===== src/rtl/ncl_ram.sv =====
// ncl_ram: generic single write port, single read port ram with registered read
// no dependencies
module ncl_ram #(
  parameter int WIDTH = 8,
  parameter int DEPTH = 16
) (
  input  logic                     clk,
  input  logic                     we,
  input  logic [$clog2(DEPTH)-1:0] waddr,
  input  logic [WIDTH-1:0]         wdata,
  input  logic [$clog2(DEPTH)-1:0] raddr,
  output logic [WIDTH-1:0]         rdata
);
  logic [WIDTH-1:0] mem [DEPTH];
  always_ff @(posedge clk) begin
    if (we) begin
      mem[waddr] <= wdata;
    end
    rdata <= mem[raddr];
  end
endmodule


===== config.mk =====
export PLATFORM = sky130hd
export DESIGN_NAME = ncl_ram
export DESIGN_NICKNAME = d
export VERILOG_FILES = /design/src/rtl/ncl_ram.sv
export SDC_FILE = /design/constraint.sdc
export NUM_CORES = 1
export LEC_CHECK = 0
export BUFFER_PORTS_ARGS = -buffer_cell sky130_fd_sc_hd__buf_2
export CAP_MARGIN = 0
export CORE_UTILIZATION = 60
export CTS_CLUSTER_DIAMETER = 50
export DETAILED_ROUTE_END_ITERATION = 10
export PLACE_DENSITY = 0.78
export REMOVE_ABC_BUFFERS = 1
export SLEW_MARGIN = 20
export SYNTH_ARGS = -nofsm -noshare
export SYNTH_HDL_FRONTEND = slang
export SYNTH_SLANG_ARGS = --single-unit

===== constraint.sdc =====
create_clock -name clk -period 1.8 [get_ports clk]
set_input_delay 0.18 -clock clk [delete_from_list [all_inputs] [get_ports clk]]
set_output_delay 0.18 -clock clk [all_outputs]
set_load 0.01 [all_outputs]

==> key figures <==
Status
  • Status: completed

Drt
  • Starting DRT DRC Count: 300
  • Remaining antenna violation count: 0
  • DRC viols: 0
  • Vias per inst: 6.108
  • Drt first pass iters: 4
  • DR vias: 2,480
  • Drt wl/cell: roughly 24 µm
  • Routed WL: around 9.6 mm

Global routing
  • Met1 GRT Util: 0.3359
  • Vias in the first global route: 2,496
  • GRT Total Usage: 0.2452
  • Antenna violations before repair: 0
  • Largest net degree at the start of global routing: 17
  • GRT Residual Overflow: 0
  • Met2 usage: 0.3723
  • First-pass GRT wire length: between 10 and 15 mm
  • GR Util met3: 0.06522
  • Global routing's busiest layer: met2

Timing
  • PnR worst setup slack: 0.4076 ns
  • Post-layout minimum cycle time: about 1.4 ns
  • Worst Tran Pin Value: ~0.44 ns
  • Final setup fails: 0
  • Pins Over Slew Limit: 0
  • Clock skew: 0.005061 ns
  • Final Hold Fails: 0
  • RSZ-0062 raised after global routing: false
  • Setup TNS: 0 ns
  • Worst slew margin: 0.7043
  • Max Clock Freq: 0.7182 GHz
  • Fin crit share: 0.7735

Finish
  • Most frequent cells in the layout: edfxtp_1, buf_2, buf_4, mux4_2
  • Reg area: 4004 µm²
  • Commonest non-fill, non-tap cell in the layout: edfxtp_1
  • Final core occ: 0.7379
  • Diodes inserted: 0
  • Multi-input logic area: approximately 1100 µm²
  • Finished Cell Area: roughly 6100 µm²
  • Area Growth Syn to Fin: 18.38%
  • Fill cells: between 400 and 500
  • Layout cells sized above 1: 0.3322
  • Fin nets: 306

Clock network
  • Clk slew on worst S/H paths: 0.06 ns
  • Post-cts sizing count: 0
  • Clock buffer count from CTS: 17
  • Number of H-tree levels: 4
  • Post-CTS setup buffers: 0
  • Root Driver: clkbuf_8
  • CTS tree: yes
  • Clk sinks: between 100 and 150
  • Clk buf depth: 2
  • Hold Buf Count CTS: 0
  • Skew-Pair Late Insertion Delay: slightly above 0.5 ns

Floorplan
  • Cell Rows: 33
  • Core ar.: 8258 µm²
  • Die area: slightly below 9000 µm²
  • Io pins: 26
  • Chip height: approximately 95 µm
  • DIE WIDTH: 94.63 µm
  • Initial core utilization: 0.6233

Synthesis
  • Synth Register Bits: 136
  • Syn. warnings: 0
  • Synth unique cells: 19
  • Synth Cell Area: ~5000 µm²
  • Syn Inst Count: 229
  • Ranking of synthesized cells by area: edfxtp_1, mux4_2, mux4_1
  • Avg Inst Size Synth: 22.48 µm²
  • Sequential-to-total area share from yosys stat: 0.7778
  • Cell taking the most area after synthesis: edfxtp_1
  • Synth top area share: 0.7467

Place
  • Placer congestion estimate: roughly 0.78
  • DP Area: 5530 µm²
  • Detailed placement HPWL: approximately 6 mm
  • Place WS: approximately 0.18 ns
  • PortBufs: 25

Worst setup path
  • Crit path required time: around 2.2 ns
  • Startpoint Class: flop
  • Worst Path Arrival: ~1.8 ns
  • Max incr delay on CP: approximately 0.51 ns
  • CP max stage cell: mux4_1
  • Crit path max fanout: 1
  • Critical path class: flop to flop
  • CP Cell Sequence: mux4_1, a22oi_1, nand2_1
  • CP endpoint kind: flop

Power and ir drop
  • Power density over cell area: ~1200 nW/µm²
  • Power after layout: slightly above 7000 µW
  • Leakage: about 0.0021 µW
  • Peak supply drop: ~0.63 mV

Min path
  • Hold crit path type: primary input to flop

Run
  • Max-cap violation count: 0
==> per-layer routing <==
metal	part of all wire	routed length [µm]
met5	0	0
met4	0.017	167
met3	0.058	557
met2	0.50	4784
met1	0.43	4085
==> worst max-delay path, delay by kind of cell, from the launching register on <==
| family | cells | cell delay (ns) |
|---|---|---|
| mux | 1 | 0.51 |
| flops | 1 | 0.36 |
| compound gates | 1 | 0.30 |
| simple gates | 1 | 0.11 |
==> power by group <==
group          switching [µW]  leakage, µW  internal (µW)  total [µW]
logic                     192     0.000610            150         341
clock network            1250     0.000265           1990        3240
registers                20.3      0.00122           3540        3560
total                    1460      0.00210           5680        7150
==> state kept, by name (all words and copies together), names as in the netlist <==
| register | flops |
|---|---|
| mem | 128 |
| rdata | 8 |
==> through the flow <==
step                      hold WS (ns)  std cells
after floorplan                 0.2789        219
after global placement          0.5610        374
after detailed placement        0.5729        374
after CTS                      0.02663        406
after global routing           0.03238        406
final                          0.04531        406
==> area by class of cell <==
| cell class | count | area share |
|---|---|---|
| Sequential cell | 136 | 0.6571 |
| Multi-Input combinational cell | 83 | 0.1735 |
| Clock buffer | 19 | 0.07084 |
| Timing Repair Buffer | 50 | 0.05544 |
| Clock inverter | 13 | 0.02156 |
| Tap cell | 105 | 0.02156 |
==> cells in the mapped netlist, drive strengths merged <==
master,count
buf,7
and2b,1
nand2,9
and2,1
nand3b,2
clkdlybuf4s25,3
nand3,1
dfxtp,8
a22oi,16
nor3,4
or3b,1
nor2,13
edfxtp,128
mux4,32
nand2b,2
nor2b,1
==> path summary, 6_finish.rpt <==
check	startpoint	to	slack (ns)	cells after the start
setup / recovery	mem[2][3]	rdata[3]	0.41	3
hold / removal	wdata[5]	mem[5][5]	0.05	1
setup reg to reg	mem[2][3]	rdata[3]	0.41	3
hold reg to reg	mem[7][2]	rdata[2]	0.68	3
==> kinds of logic (layout without fill, tap and decap cells) <==
group	count (synthesis)	count (layout)	synth area share
AND/OR/NAND/NOR	35	35	0.03184
multiplexers	32	32	0.1502
flip-flops	136	136	0.7778
AO/OA/AOI/OAI	16	16	0.02334
buffers and inverters	10	82	0.01677
No activity file was read; power rests on OpenSTA's default activity.
