$ cat src/rtl/ncl_pkg.sv
// ncl_pkg: shared constants and types for the nearest candidate list core
// no dependencies
package ncl_pkg;
  localparam int MAX_CITIES_DEF = 256;
  localparam int CANDIDATES_DEF = 32;
  localparam int COORD_BITS_DEF = 20;
  localparam int ID_W = 8;
  localparam int RANK_W = 5;
  localparam int NCFG_W = 9;

  typedef enum logic {
    FUNC_LOAD  = 1'b0,
    FUNC_QUERY = 1'b1
  } func_t;

  typedef enum logic [2:0] {
    ST_IDLE,
    ST_RDQ,
    ST_GETQ,
    ST_SCAN,
    ST_DRAIN,
    ST_EMIT
  } bk_state_t;
endpackage

$ cat src/rtl/ncl_front.sv
// ncl_front: accepts transactions, writes loads into coordinate store, queues queries
// depends on ncl_pkg
module ncl_front #(
  parameter int MAX_CITIES = 256,
  parameter int COORD_BITS = 20
) (
  input  logic                          clk,
  input  logic                          rst_n,
  input  logic                          in_push,
  output logic                          in_full,
  input  logic                          in_func,
  input  logic [ncl_pkg::ID_W-1:0]      in_city_id,
  input  logic signed [COORD_BITS-1:0]  in_coord_x,
  input  logic signed [COORD_BITS-1:0]  in_coord_y,
  output logic                          st_we,
  output logic [$clog2(MAX_CITIES)-1:0] st_waddr,
  output logic [2*COORD_BITS-1:0]       st_wdata,
  output logic                          q_valid,
  output logic [ncl_pkg::ID_W-1:0]      q_id,
  input  logic                          q_take,
  input  logic                          bk_busy
);
  import ncl_pkg::*;
  localparam int AW = $clog2(MAX_CITIES);
  // two-entry query queue
  logic [ID_W-1:0] qd_r [2];
  logic [ID_W-1:0] qd_nxt [2];
  logic [1:0] cnt_r, cnt_nxt;
  logic acc, is_q, in_rng;

  // a load waits while a query is queued or the back end is busy, so the scan sees a steady store
  assign in_full = (cnt_r == 2'd2) || (!is_q && (cnt_r != 2'd0 || bk_busy));
  assign acc = in_push && !in_full;
  assign is_q = (func_t'(in_func) == FUNC_QUERY);
  assign in_rng = ({24'd0, in_city_id} < 32'(MAX_CITIES));
  assign st_we = acc && !is_q && in_rng;
  assign st_waddr = AW'(in_city_id);
  assign st_wdata = {in_coord_x, in_coord_y};
  assign q_valid = (cnt_r != 2'd0);
  assign q_id = qd_r[0];

  always_comb begin
    qd_nxt = qd_r;
    cnt_nxt = cnt_r;
    if (q_take && q_valid) begin
      qd_nxt[0] = qd_r[1];
      cnt_nxt = cnt_nxt - 2'd1;
    end
    if (acc && is_q) begin
      qd_nxt[cnt_nxt[0]] = in_city_id;
      cnt_nxt = cnt_nxt + 2'd1;
    end
  end

  always_ff @(posedge clk) begin
    if (!rst_n) begin
      cnt_r <= 2'd0;
    end else begin
      cnt_r <= cnt_nxt;
    end
    qd_r <= qd_nxt;
  end
endmodule

$ cat config.mk
export PLATFORM = sky130hd
export DESIGN_NAME = ncl_front
export DESIGN_NICKNAME = d
export VERILOG_FILES = /design/src/rtl/ncl_pkg.sv /design/src/rtl/ncl_front.sv
export SDC_FILE = /design/constraint.sdc
export NUM_CORES = 1
export LEC_CHECK = 0
export BUFFER_PORTS_ARGS = -buffer_cell sky130_fd_sc_hd__buf_2
export CELL_PAD_IN_SITES_DETAIL_PLACEMENT = 2
export CELL_PAD_IN_SITES_GLOBAL_PLACEMENT = 2
export CORE_MARGIN = 5
export CORE_UTILIZATION = 20
export CTS_CLUSTER_DIAMETER = 60
export DETAILED_ROUTE_END_ITERATION = 12
export PLACE_DENSITY = 0.84
export SYNTH_ARGS = -nofsm -noshare
export SYNTH_HDL_FRONTEND = slang
export SYNTH_SLANG_ARGS = --single-unit
export TNS_END_PERCENT = 10
$ cat constraint.sdc
create_clock -name clk -period 3.25 [get_ports clk]
set_input_delay 0.4875 -clock clk [delete_from_list [all_inputs] [get_ports clk]]
set_output_delay 0.4875 -clock clk [all_outputs]
set_load 0.01 [all_outputs]
==> impl_metrics.py <==
metrics = {
    "route": {
        "route.detailed.drc": 0,
        "ant_nets": 0,
        "wire_per_inst_um": 14.59,
        "routed_via_density": 4.145,
        "vias": 941,
        "firstDrtPassIters": 4,
        "initialDrtViolationCount": 33,
        "drt_wl_total_um": 3311,
    },
    "sta": {
        "setup_ws_ps": 689.6,
        "holdWs_ps": 451.9,
        "rsz0062_at_grt": "no",
        "max_freq_ghz": 0.3906,
        "worst_slew_pin_slew_ps": 626.7,
        "maxSlewViolCount": 0,
        "fin_crit_ps": 2560,
        "final_hold_viol_count": 0,
        "setup-tns-final_ps": 0,
        "skew_ps": 3.300,
        "slew_headroom_pct": 58.16,
        "period_share_pct": 78.78,
        "setup_violations": 0,
    },
    "setup_path": {
        "slowest_delay_ps": 720,
        "cp_top_family": "flip-flops",
        "crit_path_end": "q_id[4]$_DFF_P_",
        "critical_path.startpoint": "cnt_r[0]$_SDFF_PN0_",
        "critPathLaunchType": "register",
        "cp_max_fo": 19,
        "crit_buf_inv": 2,
        "r2r-end": "q_id[4]$_DFF_P_",
        "cp_slowest_cell": "dfxtp_1",
        "end_kind": "register",
        "r2r_slack_ps": 690,
        "worstPathCellList": "inv_2 > ha_1 > nand3b_1 > buf_4 > nand2b_1 > o221ai_1 > a22oi_1",
        "rr_worst_depth": 7,
        "worst_ep_required_time_ps": 3370,
        "worstPathArrival_ps": 2680,
        "crit_cells": 7,
        "r2r_start": "cnt_r[0]$_SDFF_PN0_",
        "crit_type": "register to register",
    },
    "synthesis": {
        "ys_warn_count": 0,
        "synth_cell_type_count": 25,
        "syn_area_mm2": 0.001391,
        "syn-num-nets": 213,
        "syn_avg_cell_area_um2": 8.862,
        "ys_seq_area_share_pct": 31.65,
        "ys_ff_latch": 18,
        "synthCells": 157,
    },
    "finish": {
        "final_nets": 188,
        "final_area_mm2": 0.001267,
        "drive_gt1_share_pct": 32.06,
        "syn_to_final_growth_pct": -8.903,
        "antenna_cells": 0,
    },
    "flow_run": {
        "drv_cap": 0,
    },
    "power_and_ir_drop": {
        "switching_share_pct": 39.71,
        "p_int_uw": 638.1,
        "finalPower_uw": 1058,
        "power_density_mw_per_mm2": 835.0,
        "ir_drop_mv": 0.1277,
        "p_comb_share_pct": 45.6,
        "p_seq_share_pct": 37.1,
        "power.net_switching_uw": 420.2,
        "p_leak_uw": 0.0005011,
        "clkPwrFrac_pct": 17.4,
    },
    "global_route": {
        "grt_pass1_vias": 1035,
        "antenna_found_initial": 0,
        "grt_max_degree": 28,
        "overflow": 0,
        "grt_use_total_pct": 7.611,
        "grt_pass1_wl_um": 5278,
    },
    "clock_tree": {
        "cts_tree": "built",
        "cts_made_buffers": 3,
        "clock-sinks": 18,
        "cts-resized-gates": 0,
        "clk_pin_slew_ps": 70,
        "cts_buffer_depth": 2,
        "h-tree-depth": 1,
        "cts_root_buf": "clkbuf_8",
        "cts_setup_buffers": 0,
        "cts_hold_buffers": 0,
        "clock_latency_ps": 260,
    },
    "place": {
        "routabilityCongestion": 0.7438,
        "portBuffers": 32,
        "postPlaceCellArea_mm2": 0.001212,
        "dp_slack_ps": 734.2,
        "dpl.hpwl_um": 2511,
    },
    "die": {
        "die-width_um": 93.41,
        "coreArea_mm2": 0.006794,
        "ios": 113,
        "dieHeight_um": 93.41,
        "die_area_mm2": 0.008724,
        "rows": 30,
        "initial_core_util_pct": 20.48,
    },
    "worst_hold_path": {
        "hold_class": "primary input to register",
    },
    "run_status": {
        "status": "finished, final reports clean",
    },
}
## routing by layer
metal	part of all wire [%]	wire length, um	vias to the layer above	global-route usage [%]
met5	0	0	-	0
met4	1.0	34	0	2.686
met3	8.1	269	8	3.057
met2	47	1545	32	12.15
met1	44	1462	466	9.197
li1	-	-	435	-
## layout by cell type, fill, tap and decap left out, drive strengths merged, types with 3 or more instances in the layout
cell type  instances
buf               35
nor2              12
nor3              11
dfxtp             10
o21bai             9
o221ai             8
or3                8
a22oi              8
edfxtp             8
inv                5
clkbuf             4
o21ai              3
## area by class of cell
cell class	count	area, um2
clock buffer	4	55.05
fill	783	5527
multi-input combinational	69	450.4
inverter	5	18.77
tap	96	120.1
timing repair buffer	35	182.7
sequential	18	440.4
## synth_stat cells, drive strengths merged
| cell type | number | area (um2) |
|---|---|---|
| and2 | 1 | 6.260 |
| a31oi | 1 | 6.260 |
| ha | 2 | 25.02 |
| nand3b | 1 | 7.510 |
| nand2b | 2 | 12.51 |
| nor3 | 11 | 60.06 |
| nor3b | 1 | 7.510 |
| clkbuf | 1 | 3.750 |
| nor2 | 12 | 45.04 |
| edfxtp | 8 | 240.2 |
| o221ai | 8 | 70.07 |
| a22oi | 8 | 60.06 |
| xnor2 | 1 | 8.760 |
| inv | 5 | 18.76 |
| buf | 64 | 480.5 |
| dfxtp | 10 | 200.2 |
| o21ai | 3 | 15.01 |
| nor2b | 1 | 6.260 |
| or3 | 8 | 50.05 |
| o21bai | 9 | 67.56 |
## worst register-to-register path, stage by stage, from the launching register on
cell      delay [ps]
dfxtp_1          720
inv_2            110
ha_1             230
nand3b_1         390
buf_4            310
nand2b_1         300
o221ai_1         270
a22oi_1          100
## power groups by stage
stage	clock, uW	sequential (uW)	combinational, uW
finish	184	392	482
global route	210	400	541
CTS	191	392	491
detailed placement	0	395	490
global placement	0	388	467
floorplan	0	354	496
## per-stage QoR
step / util [%] / std cells
2_1_floorplan: - / 157
3_3_place_gp: 17.85 / 223
3_5_place_dp: 17.85 / 223
4_1_cts: 18.66 / 227
5_1_grt: 18.66 / 227
6_report: 18.66 / 227
## how the worst min path moves through the flow
stage                     cells after the start  slack (ps)             from              end
after global placement                        2         570  q_id[1]$_DFF_P_  q_id[1]$_DFF_P_
after detailed placement                      2         590  q_id[6]$_DFF_P_  q_id[6]$_DFF_P_
after global routing                          1         450    in_city_id[4]         register
after CTS                                     1         450    in_city_id[3]         register
final                                         1         450    in_city_id[3]         register
after floorplan                               2         550  q_id[0]$_DFF_P_  q_id[0]$_DFF_P_
## logic make-up (layout without fill, tap and decap cells)
group | Yosys count | in the layout | share of synthesized area, %
adder cells (fa/ha/maj) | 2 | 2 | 1.798
XOR/XNOR | 1 | 1 | 0.6296
buffers and inverters | 70 | 44 | 36.15
AO/OA/AOI/OAI | 29 | 29 | 15.74
AND/OR/NAND/NOR | 37 | 37 | 14.03
flip-flops | 18 | 18 | 31.65
Note: power is estimated with default switching activity, not from simulation.
